--- config.mk ---
export PLATFORM = sky130hd
export DESIGN_NAME = thread_ready_queue
export DESIGN_NICKNAME = d
export VERILOG_FILES = /design/src/hdl/trq_pkg.sv /design/src/hdl/trq_mem.sv /design/src/hdl/thread_ready_queue.sv
export SDC_FILE = /design/constraint.sdc
export NUM_CORES = 1
export LEC_CHECK = 0
export BUFFER_PORTS_ARGS = -buffer_cell sky130_fd_sc_hd__buf_2
export CAP_MARGIN = 10
export CORE_ASPECT_RATIO = 0.6
export CORE_MARGIN = 2
export CORE_UTILIZATION = 56
export CTS_BUF_LIST = sky130_fd_sc_hd__clkbuf_16
export CTS_CLUSTER_DIAMETER = 120
export CTS_CLUSTER_SIZE = 12
export DETAILED_ROUTE_END_ITERATION = 16
export PLACE_DENSITY_LB_ADDON = 0.1
export RECOVER_POWER = 100
export SETUP_SLACK_MARGIN = 0.02
export SLEW_MARGIN = 40
export SYNTH_ARGS = -nofsm -noshare
export SYNTH_HDL_FRONTEND = slang
export SYNTH_SLANG_ARGS = --single-unit
--- constraint.sdc ---
create_clock -name clk -period 3.3 [get_ports clk]
set_input_delay 0.33 -clock clk [delete_from_list [all_inputs] [get_ports clk]]
set_output_delay 0.33 -clock clk [all_outputs]
set_load 0.05 [all_outputs]
--- src/hdl/trq_pkg.sv ---
// ----------------------------------------------------------------------------
// trq_pkg
// Types and codes shared by the thread ready queue modules.
// ----------------------------------------------------------------------------
`default_nettype none

package trq_pkg;

  typedef enum logic [1:0] {
    OP_ENQ  = 2'd0,
    OP_DEQ  = 2'd1,
    OP_FIND = 2'd2,
    OP_REM  = 2'd3
  } opcode_t;

  typedef enum logic [1:0] {
    ST_OK       = 2'd0,
    ST_EMPTY    = 2'd1,
    ST_FULL     = 2'd2,
    ST_NOTFOUND = 2'd3
  } status_t;

  typedef enum logic [2:0] {
    S_IDLE,
    S_DEQ_WAIT,
    S_SRCH_RD,
    S_SRCH_CMP,
    S_MOVE_RD,
    S_MOVE_WR,
    S_EMIT
  } state_t;

  // packed field widths of the result item
  localparam int RID_W = 8;
  localparam int OCC_W = 5;

endpackage

`default_nettype wire

--- src/hdl/trq_mem.sv ---
// ----------------------------------------------------------------------------
// trq_mem
// Entry store: one write port and one read port with registered read data.
// ----------------------------------------------------------------------------
`default_nettype none

module trq_mem #(
  parameter int DEPTH = 16,
  parameter int WIDTH = 8
) (
  input  wire logic                     clk,
  input  wire logic                     wr_en,
  input  wire logic [$clog2(DEPTH)-1:0] wr_addr,
  input  wire logic [WIDTH-1:0]         wr_data,
  input  wire logic                     rd_en,
  input  wire logic [$clog2(DEPTH)-1:0] rd_addr,
  output logic      [WIDTH-1:0]         rd_data
);

  logic [WIDTH-1:0] mem [DEPTH];

  always_ff @(posedge clk) begin
    if (wr_en) begin
      mem[wr_addr] <= wr_data;
    end
  end

  always_ff @(posedge clk) begin
    if (rd_en) begin
      rd_data <= mem[rd_addr];
    end
  end

endmodule

`default_nettype wire

--- src/hdl/thread_ready_queue.sv ---
// ----------------------------------------------------------------------------
// thread_ready_queue
// Ordered ready list of thread ids with enqueue, dequeue, find and remove.
// ----------------------------------------------------------------------------
// Usage:
//   The in_ channel takes one request item: in_tuser holds the opcode
//   (enqueue, dequeue, find, remove) and in_tdata the thread id. Every
//   request gives exactly one item on the out_ channel carrying the id,
//   a hit flag, a status code and the occupancy after the request.
//   Requests are handled one at a time; in_tready is high only while the
//   sequencer is idle. All entry accesses go through the one entry memory
//   and a single slot adder, one access per cycle:
//     enqueue          writes the tail slot on accept, then emits the result
//     dequeue          reads the head, takes the data, then emits (an empty queue emits directly)
//     find             reads and compares the entries in order from the head
//     remove           as find, plus a read and a write per entry behind the match
//   The result sits in an output register; the next request may be taken
//   while it waits, and the sequencer holds its finished result if the
//   receiver stalls. Reset empties the queue at once (head and count
//   cleared); entry contents need no clearing.
// ----------------------------------------------------------------------------
`default_nettype none

module thread_ready_queue
  import trq_pkg::*;
#(
  parameter int QUEUE_DEPTH = 16,
  parameter int ID_BITS     = 8
) (
  input  wire logic        clk,
  input  wire logic        rst_n,
  input  wire logic        in_tvalid,
  output logic             in_tready,
  input  wire logic [7:0]  in_tdata,   // [7:0] thread_id
  input  wire logic [1:0]  in_tuser,   // [1:0] opcode
  output logic             out_tvalid,
  input  wire logic        out_tready,
  output logic      [15:0] out_tdata   // [7:0] result_id, [8] hit, [10:9] status,
                                       // [15:11] occupancy
);

  localparam int IW = $clog2(QUEUE_DEPTH);
  localparam int CW = $clog2(QUEUE_DEPTH + 1);
  localparam logic [7:0] ID_MASK8 = 8'((64'd1 << ID_BITS) - 64'd1);

  state_t             state_r, state_nxt;
  logic [IW-1:0]      head_r, head_nxt;
  logic [CW-1:0]      cnt_r, cnt_nxt;
  logic [CW-1:0]      k_r, k_nxt;
  opcode_t            op_r, op_nxt;
  logic [ID_BITS-1:0] id_r, id_nxt;
  logic [RID_W-1:0]   rid_r, rid_nxt;
  status_t            st_r, st_nxt;
  logic               out_vld_r, out_vld_nxt;
  logic [15:0]        out_data_r, out_data_nxt;

  // shared slot unit: (head + offset) mod depth
  logic [CW-1:0] off;
  logic [CW:0]   sum;
  logic [IW-1:0] slot;

  logic               wr_en, rd_en;
  logic [IW-1:0]      wr_addr, rd_addr;
  logic [ID_BITS-1:0] wr_data, rd_data;

  logic [ID_BITS-1:0] in_id;
  logic [CW-1:0]      kp1, kp2, cnt_dec;
  opcode_t            in_op;
  logic               in_acc;

  assign in_id   = ID_BITS'(in_tdata & ID_MASK8);
  assign in_op   = opcode_t'(in_tuser);
  assign in_acc  = in_tvalid && in_tready;
  assign kp1     = k_r + CW'(1);
  assign kp2     = k_r + CW'(2);
  assign cnt_dec = cnt_r - CW'(1);

  assign sum  = (CW+1)'(head_r) + (CW+1)'(off);
  assign slot = (sum >= (CW+1)'(QUEUE_DEPTH)) ? IW'(sum - (CW+1)'(QUEUE_DEPTH)) : IW'(sum);

  trq_mem #(
    .DEPTH (QUEUE_DEPTH),
    .WIDTH (ID_BITS)
  ) u_mem (
    .clk     (clk),
    .wr_en   (wr_en),
    .wr_addr (wr_addr),
    .wr_data (wr_data),
    .rd_en   (rd_en),
    .rd_addr (rd_addr),
    .rd_data (rd_data)
  );

  always_ff @(posedge clk) begin
    if (!rst_n) begin
      state_r   <= S_IDLE;
      head_r    <= '0;
      cnt_r     <= '0;
      out_vld_r <= 1'b0;
    end else begin
      state_r   <= state_nxt;
      head_r    <= head_nxt;
      cnt_r     <= cnt_nxt;
      out_vld_r <= out_vld_nxt;
    end
  end

  always_ff @(posedge clk) begin
    k_r        <= k_nxt;
    op_r       <= op_nxt;
    id_r       <= id_nxt;
    rid_r      <= rid_nxt;
    st_r       <= st_nxt;
    out_data_r <= out_data_nxt;
  end

  always_comb begin
    state_nxt    = state_r;
    head_nxt     = head_r;
    cnt_nxt      = cnt_r;
    k_nxt        = k_r;
    op_nxt       = op_r;
    id_nxt       = id_r;
    rid_nxt      = rid_r;
    st_nxt       = st_r;
    out_vld_nxt  = out_vld_r && !out_tready;
    out_data_nxt = out_data_r;
    in_tready    = 1'b0;
    off          = k_r;
    wr_en        = 1'b0;
    wr_addr      = slot;
    wr_data      = rd_data;
    rd_en        = 1'b0;
    rd_addr      = slot;

    unique case (state_r)
      S_IDLE: begin
        in_tready = 1'b1;
        off       = '0;
        if (in_acc) begin
          op_nxt  = in_op;
          id_nxt  = in_id;
          rid_nxt = '0;
          st_nxt  = ST_OK;
          k_nxt   = '0;
          unique case (in_op)
            OP_ENQ: begin
              off       = cnt_r;
              state_nxt = S_EMIT;
              if (cnt_r == CW'(QUEUE_DEPTH)) begin
                st_nxt = ST_FULL;
              end else begin
                wr_en   = 1'b1;
                wr_data = in_id;
                cnt_nxt = cnt_r + CW'(1);
              end
            end
            OP_DEQ: begin
              if (cnt_r == '0) begin
                st_nxt    = ST_EMPTY;
                state_nxt = S_EMIT;
              end else begin
                rd_en     = 1'b1;
                state_nxt = S_DEQ_WAIT;
              end
            end
            OP_FIND, OP_REM: begin
              if (cnt_r == '0) begin
                st_nxt    = ST_NOTFOUND;
                state_nxt = S_EMIT;
              end else begin
                state_nxt = S_SRCH_RD;
              end
            end
            default: ;
          endcase
        end
      end

      S_DEQ_WAIT: begin
        off       = CW'(1);
        rid_nxt   = RID_W'(rd_data);
        cnt_nxt   = cnt_dec;
        head_nxt  = (cnt_dec == '0) ? '0 : slot;
        state_nxt = S_EMIT;
      end

      S_SRCH_RD: begin
        rd_en     = 1'b1;
        state_nxt = S_SRCH_CMP;
      end

      S_SRCH_CMP: begin
        if (rd_data == id_r) begin
          rid_nxt = RID_W'(id_r);
          if (op_r == OP_REM && kp1 < cnt_r) begin
            state_nxt = S_MOVE_RD;
          end else begin
            if (op_r == OP_REM) begin
              cnt_nxt = cnt_dec;
              if (cnt_dec == '0) begin
                head_nxt = '0;
              end
            end
            state_nxt = S_EMIT;
          end
        end else begin
          k_nxt = kp1;
          if (kp1 == cnt_r) begin
            st_nxt    = ST_NOTFOUND;
            state_nxt = S_EMIT;
          end else begin
            state_nxt = S_SRCH_RD;
          end
        end
      end

      // close the gap: entry k+1 moves down to k
      S_MOVE_RD: begin
        off       = kp1;
        rd_en     = 1'b1;
        state_nxt = S_MOVE_WR;
      end

      S_MOVE_WR: begin
        wr_en = 1'b1;
        k_nxt = kp1;
        if (kp2 < cnt_r) begin
          state_nxt = S_MOVE_RD;
        end else begin
          cnt_nxt   = cnt_dec;
          state_nxt = S_EMIT;
        end
      end

      S_EMIT: begin
        if (!out_vld_r || out_tready) begin
          out_vld_nxt  = 1'b1;
          out_data_nxt = {OCC_W'(cnt_r), st_r, (st_r == ST_OK), rid_r};
          state_nxt    = S_IDLE;
        end
      end

      default: state_nxt = S_IDLE;
    endcase
  end

  assign out_tvalid = out_vld_r;
  assign out_tdata  = out_data_r;

  a_cnt_bound: assert property (@(posedge clk) disable iff (!rst_n)
    cnt_r <= CW'(QUEUE_DEPTH))
    else $error("entry count above depth");

  a_head_empty: assert property (@(posedge clk) disable iff (!rst_n)
    (cnt_r == '0) |-> (head_r == '0))
    else $error("head not reset on empty queue");

  a_hit_status: assert property (@(posedge clk) disable iff (!rst_n)
    out_tvalid |-> (out_tdata[8] == (out_tdata[10:9] == ST_OK)))
    else $error("hit flag disagrees with status");

  a_emit_fill: assert property (@(posedge clk) disable iff (!rst_n)
    (state_r == S_EMIT && (!out_vld_r || out_tready)) |=> (out_vld_r && state_r == S_IDLE))
    else $error("finished result not loaded into output register");

endmodule

`default_nettype wire

==> results.md <==
- DRC violations left: 0
- Area contributors post-synth: edfxtp_1 (64%), mux4_2 (8.6%), dfxtp_1 (3.1%), ha_1 (3.0%), nand2_1 (2.5%)
- Worst-Margin Slew: 1.03 ns
- Slew Limit Fails: 0
- Number of synthesized flops with an enable pin: 177
- Yosys warns: 0
- CTS root buf: clkbuf_16
- Synth top area share: 63.7%
- Synthesis-stage register bit count: 190
- Post-synth top flop: edfxtp_1
- Total Routing Usage GR: 24.7%
- Syn_nets: 579
- Worst Skew: 0.0128 ns
- Final hold slack: 0.107 ns
- Die Ht: 98.6 um
- Drt initial violations: 643
- Syn_area_per_cell: 15.3 um2
- Synth area leader: edfxtp_1
- First-pass GRT wire length: 28800 um
- Crit Path Class: reg2reg
- CP Capture Type: register
- Period utilisation layout: 100%
- Synth Area in Adders: 3.24%
- Largest net degree at the start of global routing: 37
- Nets: 644
- Die X: 162 um
- Area grow syn2layout: 19.1%
- Final WL: 19700 um
- Final core utilization: 68.5%
- Drt first pass iters: 6
- Compound-Gate Fraction of Synth Area: 4.72%
- Vias per cell: 6.22
- Mapped Area: 8350 um2
- Number of port buffers: 31
- Synth top cells by count: edfxtp_1 (177), nand2_1 (55), nor2_1 (45), mux4_2 (32), ha_1 (20)
- Final Hold Fails: 0
- Clock Latency Late Sink: 0.43 ns
- FP Rows: 34
- Num CTS Buffers: 17
- Share of cells above drive strength 1: 24.3%
- PnR worst setup slack: -0.0152 ns
- Reg clk slew, reported paths: 0.07 ns
- Top-count cell post-synth: edfxtp_1
- Via count: 5091
- CTS tree: done
- Tightest Hold Check Type: in2reg
- XOR/XNOR Fraction of Synth Area: 2.62%
- Netlist cell types: 55
- RSZ-0062 raised after global routing: true
- Crit path required time: 3.47 ns
- Final Setup Violations: 1
- GRT Residual Overflow: 0
- Simple-Gate Fraction of Synth Area: 8.98%
- CP Data Arrival Time: 3.48 ns
- Maxcap violations: 0
- Seq/Total Area, Yosys: 66.8%
- Placed wire-length estimate: 13100 um
- R2r setup slk: -0.02 ns
- IO Count: 32
- Starting Density: 57.5%
- Crit Path Max Fanout: 7
- Post-layout min period: 3.32 ns
- Worst Setup Start Kind: register
- Relative slew slack: 31.1%
- Core Region: 14500 um2
- Routed Antenna Nets: 0
- Run status: complete, but fails checks
- CTS Buffer Depth: 2
- Synthesized instance count: 544
- Multiplexer share of the synthesized area: 11.4%
- Failing checks: negative setup slack
- ANT cells: 0
- Setup TNS: -0.0152 ns
- Initial antenna violation count: 0
- Ys async rst share: 0%
- Routability cong.: 0.883
- Main combinational cell family by area after synthesis: multiplexers
- Clk sink count: 190
- Die area: 15900 um2
- Routed WL per cell: 24.1 um
- Fmax: 302 MHz
- Vias in the first global route: 4774
- CTS H-tree depth: 4
[sequential cells by signal, indices dropped and copies added, names as in the netlist, 2 cells and up]
register	flops
state_r	3
id_r	8
st_r	2
out_tdata	16
k_r	5
u_mem.rd_data	8
head_r	4
op_r	2
cnt_r	5
u_mem.mem	128
rid_r	8
[per-layer routing]
| metal | global-route usage, % | part of all wire (%) | vias to the layer above |
|---|---|---|---|
| met1 | 42.5 | 49 | 2612 |
| li1 | - | - | 2206 |
| met3 | 5.01 | 10 | 18 |
| met2 | 32.2 | 40 | 255 |
| met4 | 5.45 | 1.1 | 0 |
| met5 | 0 | 0 | - |
[cells by family (layout without fill, tap and decap cells)]
| kind of cell | count (synthesis) | after routing |
|---|---|---|
| buf+inv | 42 | 119 |
| fa+ha+maj | 21 | 21 |
| xor+xnor | 22 | 22 |
| simple gates | 157 | 157 |
| flops | 190 | 190 |
| mux | 54 | 54 |
| compound gates | 58 | 58 |
[path summary, 6_finish.rpt]
path / from / end / cells past startpoint
setup / recovery: state_r[2] / u_mem.rd_data[1] / 14
hold / removal: in_tdata[0] / id_r[0] / 1
setup reg to reg: state_r[2] / u_mem.rd_data[1] / 14
hold reg to reg: rid_r[7] / out_tdata[7] / 0
[area by class of cell]
type,count,area [um2]
multi-input combinational,312,2850
inverter,18,75.1
clock inverter,14,155
clock buffer,17,425
sequential,190,5580
timing repair buffer,70,609
fill,989,4560
tap,198,248
[placed cells by master, fill, tap and decap left out, drive strengths merged, types with 14 or more instances in the layout]
| cell type | Yosys | routed |
|---|---|---|
| edfxtp | 177 | 177 |
| nand2 | 60 | 60 |
| clkbuf | 13 | 52 |
| nor2 | 45 | 45 |
| buf | 11 | 35 |
| mux4 | 32 | 32 |
| inv | 18 | 23 |
| ha | 20 | 20 |
| a21oi | 16 | 16 |
| xor2 | 14 | 14 |
[what timing repair did]
action	4_1_cts	5_1_grt
pin swaps	5	21
gates cloned	0	6
gates resized for setup	1	19
buffers inserted	1	11
hold buffers	0	0
setup endpoints to repair	29	136
endpoints found under the hold margin	0	0
[through the flow]
step,worst slack (ns),cell area [um2],cells
2_1_floorplan,0.0151,8570,544
5_1_grt,-0.0490,9940,819
3_3_place_gp,0.0991,9040,770
3_5_place_dp,0.0546,9040,770
6_report,-0.0152,9940,819
4_1_cts,0.0153,9640,802
[critical path, stage by stage (launching register included)]
cell	delay, ns
dfxtp_1	0.32
or3_4	0.43
inv_8	0.07
and3_4	0.22
nand2_2	0.07
a21oi_2	0.15
ha_2	0.22
inv_2	0.05
fa_2	0.55
buf_12	0.15
buf_12	0.14
mux4_2	0.36
nand2_2	0.11
and3_4	0.19
a31oi_1	0.04
Power is left out: the tool's default activity adds up to more than one toggle a clock period on the data nets, which glitch-free logic cannot reach.
